`src/rtl/core/iterative_lens_undistort_unit_macros.svh`:
```
// assertion macros for the lens undistortion top level
`ifndef ITERATIVE_LENS_UNDISTORT_UNIT_MACROS_SVH
`define ITERATIVE_LENS_UNDISTORT_UNIT_MACROS_SVH
`ifndef SYNTHESIS
// same-cycle implication, clocked on clk, off while rst_n is low
`define ILU_ASSERT_IMP(lbl, ante, cons, msg) \
  lbl: assert property (@(posedge clk) disable iff (!rst_n) (ante) |-> (cons)) \
    else $error(msg);
// next-cycle implication, clocked on clk, off while rst_n is low
`define ILU_ASSERT_NXT(lbl, ante, cons, msg) \
  lbl: assert property (@(posedge clk) disable iff (!rst_n) (ante) |=> (cons)) \
    else $error(msg);
`else
`define ILU_ASSERT_IMP(lbl, ante, cons, msg)
`define ILU_ASSERT_NXT(lbl, ante, cons, msg)
`endif
`endif

```
`src/rtl/core/ilu_pkg.sv`:
```
// types, constants and fixed-point helpers for the lens undistortion unit
package ilu_pkg;

  localparam int ITERATIONS = 5;
  localparam int FRAC       = 24;
  localparam int DIV_STEPS  = 2;
  localparam int DIV_QBITS  = 32;
  localparam int DIV_STAGES = DIV_QBITS / DIV_STEPS;
  localparam int DIV_NUM_W  = 50;
  localparam int CFG_IDX_W  = 4;
  localparam int CFG_DATA_W = 48;

  typedef enum logic [CFG_IDX_W-1:0] {
    REG_FOCAL_X   = 4'd0,
    REG_FOCAL_Y   = 4'd1,
    REG_PRINCIPAL = 4'd2,
    REG_RADIAL_K1 = 4'd3,
    REG_RADIAL_K2 = 4'd4,
    REG_RADIAL_K3 = 4'd5,
    REG_TAN_P1    = 4'd6,
    REG_TAN_P2    = 4'd7
  } cfg_reg_t;

  typedef logic signed [31:0] q24_t;
  typedef logic signed [63:0] prod_t;
  typedef logic signed [23:0] pix_t;

  localparam q24_t Q_MAX = 32'sh7fff_ffff;
  localparam q24_t Q_MIN = 32'sh8000_0000;
  localparam q24_t ONE_Q = 32'sh0100_0000;

  typedef struct packed {
    logic [23:0] focal_x;
    logic [23:0] focal_y;
    logic [23:0] cx;
    logic [23:0] cy;
    q24_t        k1;
    q24_t        k2;
    q24_t        k3;
    q24_t        p1;
    q24_t        p2;
  } cfg_t;

  // one point in flight through the iterations
  typedef struct packed {
    logic vld;
    logic flag;
    q24_t x0;
    q24_t y0;
    q24_t x;
    q24_t y;
  } pt_t;

  // clamp a 41-bit signed value to q8.24 full scale
  function automatic q24_t sat32(input logic signed [40:0] v);
    if (v[40:31] == {10{v[40]}}) begin
      return v[31:0];
    end
    return v[40] ? Q_MIN : Q_MAX;
  endfunction

  // product back to q8.24, nearest with ties upward
  function automatic logic signed [39:0] qround(input prod_t p);
    prod_t t;
    t = p + 64'sd8388608;
    return t[63:FRAC];
  endfunction

  function automatic q24_t qmul_sat(input prod_t p);
    logic signed [39:0] r;
    r = qround(p);
    return sat32({r[39], r});
  endfunction

  function automatic q24_t add_sat(input q24_t a, input q24_t b);
    return sat32({{9{a[31]}}, a} + {{9{b[31]}}, b});
  endfunction

  function automatic q24_t sub_sat(input q24_t a, input q24_t b);
    return sat32({{9{a[31]}}, a} - {{9{b[31]}}, b});
  endfunction

  // product clamped to q8.24 first, then the constant added and clamped again
  function automatic q24_t round_add_sat(input prod_t p, input q24_t c);
    return add_sat(qmul_sat(p), c);
  endfunction

  // unsigned quotient with overflow flag to signed q8.24, negated when neg
  function automatic q24_t quo_to_q24(input logic [31:0] q, input logic ovf,
                                      input logic neg);
    if (!neg) begin
      return (ovf || q[31]) ? Q_MAX : q24_t'(q);
    end
    if (ovf || (q[31] && (q[30:0] != 31'd0))) begin
      return Q_MIN;
    end
    return q24_t'(32'd0 - q);
  endfunction

endpackage

```
`src/rtl/core/ilu_div.sv`:
```
// pipelined restoring divider, fixed number of quotient bits per stage
module ilu_div (
  input  logic                          clk,
  input  logic                          en,
  input  logic [ilu_pkg::DIV_NUM_W-1:0] num,
  input  logic [ilu_pkg::DIV_QBITS-1:0] den,
  output logic [ilu_pkg::DIV_QBITS-1:0] quo,
  output logic                          ovf
);
  import ilu_pkg::*;

  typedef struct packed {
    logic [DIV_QBITS-1:0] rem;
    logic [DIV_QBITS-1:0] sh;
    logic [DIV_QBITS-1:0] den;
    logic                 ovf;
  } dstage_t;

  dstage_t st_in;
  dstage_t st_nxt [DIV_STAGES];
  dstage_t st_r   [DIV_STAGES];

  function automatic dstage_t div_steps(input dstage_t s);
    dstage_t            r;
    logic [DIV_QBITS:0] t;
    r = s;
    for (int i = 0; i < DIV_STEPS; i++) begin
      t = {r.rem, r.sh[DIV_QBITS-1]};
      r.sh = {r.sh[DIV_QBITS-2:0], 1'b0};
      if (t >= {1'b0, r.den}) begin
        t = t - {1'b0, r.den};
        r.sh[0] = 1'b1;
      end
      r.rem = t[DIV_QBITS-1:0];
    end
    return r;
  endfunction

  // upper numerator bits start the remainder; at or above the divisor means overflow
  always_comb begin
    st_in.rem = DIV_QBITS'(num[DIV_NUM_W-1:DIV_QBITS]);
    st_in.sh  = num[DIV_QBITS-1:0];
    st_in.den = den;
    st_in.ovf = (DIV_QBITS'(num[DIV_NUM_W-1:DIV_QBITS]) >= den);
  end

  always_comb begin
    st_nxt[0] = div_steps(st_in);
    for (int s = 1; s < DIV_STAGES; s++) begin
      st_nxt[s] = div_steps(st_r[s-1]);
    end
  end

  always_ff @(posedge clk) begin
    if (en) begin
      for (int s = 0; s < DIV_STAGES; s++) begin
        st_r[s] <= st_nxt[s];
      end
    end
  end

  assign quo = st_r[DIV_STAGES-1].sh;
  assign ovf = st_r[DIV_STAGES-1].ovf;

endmodule

```
`config.mk`:
```
export PLATFORM = sky130hd
export DESIGN_NAME = ilu_div
export DESIGN_NICKNAME = d
export VERILOG_FILES = /design/src/rtl/core/iterative_lens_undistort_unit_macros.svh /design/src/rtl/core/ilu_pkg.sv /design/src/rtl/core/ilu_div.sv
export SDC_FILE = /design/constraint.sdc
export NUM_CORES = 2
export LEC_CHECK = 0
export BUFFER_PORTS_ARGS = -buffer_cell sky130_fd_sc_hd__buf_2
export CAP_MARGIN = 20
export CORE_AREA = 2 2 425 427
export CTS_BUF_LIST = sky130_fd_sc_hd__clkbuf_8
export DETAILED_ROUTE_END_ITERATION = 12
export DIE_AREA = 0 0 427 429
export PLACE_DENSITY_LB_ADDON = 0.2
export SETUP_SLACK_MARGIN = 0.4
export SYNTH_ARGS = -nofsm -noshare
export SYNTH_HDL_FRONTEND = slang
export SYNTH_SLANG_ARGS = --single-unit
```
`constraint.sdc`:
```
create_clock -name clk -period 21.6 [get_ports clk]
set_input_delay 3.24 -clock clk [delete_from_list [all_inputs] [get_ports clk]]
set_output_delay 3.24 -clock clk [all_outputs]
set_load 0.03 [all_outputs]
```
==> results_tabular.tex <==
\begin{tabular}{lr}
\hline
Metric & Value \\
\hline
\multicolumn{2}{l}{\textbf{Yosys}} \\
Number of instances in the synthesized netlist & 10281 \\
Synth Flop Type & sky130\_fd\_sc\_hd\_\_edfxtp\_1 \\
Multiplexer area fraction after synthesis & under 10\% \\
Arithmetic-cell share of the synthesized area counting full adders, half adders and majority gates & $\sim$13\% \\
Number of nets in the synthesized netlist & $\sim$11000 \\
Post-synthesis compound-gate area fraction & 17.9\% \\
Synth warnings & 0 \\
Register bit total from synthesis & 1488 \\
Share of async-settable or async-resettable flops after synthesis & 0\% \\
Simple-gate area share of the yosys netlist & between 10\% and 20\% \\
Distinct cells, synth & 100 \\
Main combinational cell family by area after synthesis & compound AO/OA/AOI/OAI gates \\
Number of enable flip-flop cells after synthesis & 1488 \\
Combined area of all synthesized cells & 107000 µm² \\
Post-synthesis share of cell area spent on xor and xnor gates & under 10\% \\
Sequential share of the synthesized area & 41.9\% \\
Post-Synthesis Mean Instance Area & 10.4 µm² \\
\multicolumn{2}{l}{\textbf{Floorplanning}} \\
Area of the die & $\sim$180000 µm² \\
Die width & 427 µm \\
Vert. Die Dim & 429 µm \\
Floorplan core area & 178000 µm² \\
Initial Util & approximately three fifths \\
Placement Rows & 155 \\
Ports placed on the boundary & 117 \\
\multicolumn{2}{l}{\textbf{Clocking}} \\
CTS tree & built \\
CTS max path bufs & 3 \\
Cts repair resizes & 0 \\
Clock input transition at the sequential cells of the worst setup and hold paths & 0.06 ns \\
Sinks on the clock net & 1488 \\
Post-CTS Setup Bufs & 0 \\
Num CTS Buffers & 241 \\
Root buffer selected by CTS & sky130\_fd\_sc\_hd\_\_clkbuf\_8 \\
Hold buffer count at CTS & 0 \\
H-tree depth & 4 \\
Source-to-sink clock delay at the later pin of the worst-skew pair & just over 1 ns \\
\multicolumn{2}{l}{\textbf{Worst setup path}} \\
Buffer and inverter count on the worst path & 7 \\
Critical path data required time & $\sim$22 ns \\
Setup crit end kind & flop \\
Kind of launch point of the worst setup path & primary input \\
Crit path max-delay cell type & sky130\_fd\_sc\_hd\_\_a2111oi\_0 \\
Worst flop-to-flop path endpoint & st\_r[0][190] \\
Critical-path maximum fanout & 42 \\
Kind of cell with the highest combined delay on the critical path & compound AO/OA/AOI/OAI gates \\
Worst r2r src & st\_r[0][3] \\
Worst reg2reg path depth & 25 \\
CP peak stage delay & 0.65 ns \\
Setup Crit Path Kind & in -> reg \\
First element of the critical path & num[31] \\
Worst R2R Setup Slack & 13.32 ns \\
Cell mode on critical path & sky130\_fd\_sc\_hd\_\_a21oi\_1 \\
Critical path data arrival time & roughly 11 ns \\
\multicolumn{2}{l}{\textbf{Hold path}} \\
Hold-critical path endpoint & st\_r[1][258] \\
Hold wc startpoint & st\_r[1][159] \\
Tightest Hold Check Type & reg -> reg \\
Worst Hold Depth & 0 \\
\multicolumn{2}{l}{\textbf{Global route}} \\
Wire length of the first global-routing pass & 446000 µm \\
Total routing usage reported by global routing & about a third \\
Maximum number of pins on one net before global-route repair & 190 \\
Via count of the first global-routing pass & 78073 \\
Total gr overflow & 0 \\
Number of antenna violations at the first check in global routing & 11 \\
\multicolumn{2}{l}{\textbf{Cells and area}} \\
Proportion of layout cells with a drive suffix above 1 & 11.1\% \\
Largest reg by FF count & st\_r \\
Largest registers ranked by flip-flop count & st\_r: 1488 flops \\
Growth of design area from synthesis to finish & 7.33\% \\
Final layout net count & 11591 \\
Max FFs per register & 1488 \\
\multicolumn{2}{l}{\textbf{Route}} \\
Residual DRC count & 0 \\
Vias per std cell & 6.21 \\
Aggregate routed wire length & 294000 µm \\
Routed len/inst & 22.6 µm \\
Number of iterations in the first detailed-routing pass & 6 \\
Total number of vias & 80716 \\
Count of routing violations after the opening detailed-route iteration & 6865 \\
Antenna viol nets, final & 0 \\
\multicolumn{2}{l}{\textbf{Status}} \\
Run status & finished, final reports clean \\
\multicolumn{2}{l}{\textbf{Timing}} \\
Final period utilization & 49.9\% \\
Final Critical Period & between 10 and 15 ns \\
WHS & 0.404 ns \\
Hold Violations, Final & 0 \\
Setup repair after global routing missed its margin & false \\
Max Fclk & 0.0928 GHz \\
Fin Setup TNS & 0 ns \\
Relative max-transition margin & 9.30\% \\
Post-route worst setup slack & 10.83 ns \\
Number of setup violations in the final report & 0 \\
Worst Skew & 0.0680 ns \\
Worst-margin pin slew & around 1.3 ns \\
Max-slew violation count & 0 \\
\multicolumn{2}{l}{\textbf{Place}} \\
GPL Wtd Cong & between 0.9 and 1 \\
Number of buffers inserted by port buffering & 116 \\
Post-placement setup slack & 9.94 ns \\
HPWL Detailed & between 200000 and 250000 µm \\
\multicolumn{2}{l}{\textbf{Run}} \\
Max Cap Violations & 0 \\
\hline
\end{tabular}
## worst max path at each step
stage                     cells past startpoint  slack (ns)           to
after floorplan                              27       12.41  st_r[0][77]
after global placement                       29        9.98  st_r[0][77]
after detailed placement                     29        9.94  st_r[0][77]
after CTS                                    29       10.99  st_r[0][77]
after global routing                         29       10.17  st_r[0][77]
final                                        29       10.83  st_r[0][77]
## layer usage
layer / global-route usage [%] / vias to the layer above / part of all wire [%]
met1: 39.7 / 39009 / 41
met3: 4.29 / 618 / 5.5
met2: 52.6 / 2435 / 48
met4: 15.6 / 2 / 5.5
met5: 0 / - / 0.0041
li1: - / 38652 / -
## layout make-up
class	count	area, µm²
antenna	9	22.5
inverter	812	3050
clock buffer	241	3320
fill	14322	63600
clock inverter	199	1530
timing repair buffer	166	1040
tap	2355	2950
multi-input combinational	7738	57900
sequential	1488	44700
## stage by stage
step / util [%] / instance area, µm² / instances
6_report: 64.3 / 114000 / 13008
5_1_grt: 64.3 / 114000 / 13001
3_3_place_gp: 61.5 / 110000 / 12558
3_5_place_dp: 61.6 / 110000 / 12559
2_1_floorplan: - / 107000 / 10281
4_1_cts: 64.3 / 114000 / 12999
## cell families (layout without fill, tap and decap cells)
kind of cell	count (synthesis)	count (layout)
adders and majority gates	1060	1060
buffers and inverters	1055	1418
xor gates and xnor gates	825	825
muxes	620	620
and+or+nand+nor	2226	2226
other	0	9
DFF	1488	1488
AOI/OAI and AO/OA	3007	3007
## cells in the final DEF (no fill, tap or decap), types with 26 or more instances in the layout
cell type / count
sky130_fd_sc_hd__nand4_1: 134
sky130_fd_sc_hd__a21boi_0: 26
sky130_fd_sc_hd__edfxtp_1: 1488
sky130_fd_sc_hd__or2_2: 36
sky130_fd_sc_hd__clkbuf_8: 241
sky130_fd_sc_hd__nor2b_1: 100
sky130_fd_sc_hd__ha_1: 1029
sky130_fd_sc_hd__a211oi_1: 82
sky130_fd_sc_hd__mux2i_1: 29
sky130_fd_sc_hd__mux2_2: 528
sky130_fd_sc_hd__clkinv_2: 34
sky130_fd_sc_hd__buf_4: 45
sky130_fd_sc_hd__o21bai_1: 130
sky130_fd_sc_hd__and4_1: 29
sky130_fd_sc_hd__inv_1: 880
sky130_fd_sc_hd__nor3_1: 129
sky130_fd_sc_hd__buf_2: 115
sky130_fd_sc_hd__xnor2_1: 572
sky130_fd_sc_hd__o211ai_1: 52
sky130_fd_sc_hd__nand2_1: 600
sky130_fd_sc_hd__nand3_1: 195
sky130_fd_sc_hd__a21o_1: 533
sky130_fd_sc_hd__and2_1: 43
sky130_fd_sc_hd__a211o_1: 31
sky130_fd_sc_hd__a21oi_1: 926
sky130_fd_sc_hd__or3_1: 48
sky130_fd_sc_hd__clkinv_1: 48
sky130_fd_sc_hd__o21ai_0: 614
sky130_fd_sc_hd__nand2b_1: 114
sky130_fd_sc_hd__fa_1: 31
sky130_fd_sc_hd__o21a_1: 129
sky130_fd_sc_hd__o31ai_1: 50
sky130_fd_sc_hd__nor4_1: 34
sky130_fd_sc_hd__and3_1: 100
sky130_fd_sc_hd__a31oi_1: 112
sky130_fd_sc_hd__mux2_4: 53
sky130_fd_sc_hd__xor2_1: 253
sky130_fd_sc_hd__nor2_1: 597
## synthesized netlist by cell type (50+ instances only)
master / n / area [µm²]
sky130_fd_sc_hd__nor2b_1: 100 / 626
sky130_fd_sc_hd__nor3_1: 129 / 646
sky130_fd_sc_hd__mux2_4: 53 / 796
sky130_fd_sc_hd__edfxtp_1: 1488 / 44700
sky130_fd_sc_hd__inv_1: 808 / 3030
sky130_fd_sc_hd__ha_1: 1029 / 12900
sky130_fd_sc_hd__clkbuf_1: 139 / 522
sky130_fd_sc_hd__o21bai_1: 131 / 983
sky130_fd_sc_hd__o31ai_1: 50 / 375
sky130_fd_sc_hd__xnor2_1: 572 / 5010
sky130_fd_sc_hd__o21ai_0: 616 / 3080
sky130_fd_sc_hd__and3_1: 100 / 626
sky130_fd_sc_hd__mux2_2: 528 / 5950
sky130_fd_sc_hd__o211ai_1: 52 / 390
sky130_fd_sc_hd__nand3_1: 195 / 976
sky130_fd_sc_hd__a21o_1: 533 / 4000
sky130_fd_sc_hd__nor2_1: 598 / 2240
sky130_fd_sc_hd__nand4_1: 134 / 838
sky130_fd_sc_hd__o21a_1: 129 / 968
sky130_fd_sc_hd__nand2_1: 600 / 2250
sky130_fd_sc_hd__xor2_1: 253 / 2220
sky130_fd_sc_hd__nand2b_1: 114 / 713
sky130_fd_sc_hd__a211oi_1: 82 / 616
sky130_fd_sc_hd__a21oi_1: 927 / 4640
sky130_fd_sc_hd__a31oi_1: 112 / 701
Power is not shown: default switching activity piles up to over one toggle a cycle in this logic, so the estimate is an artifact.
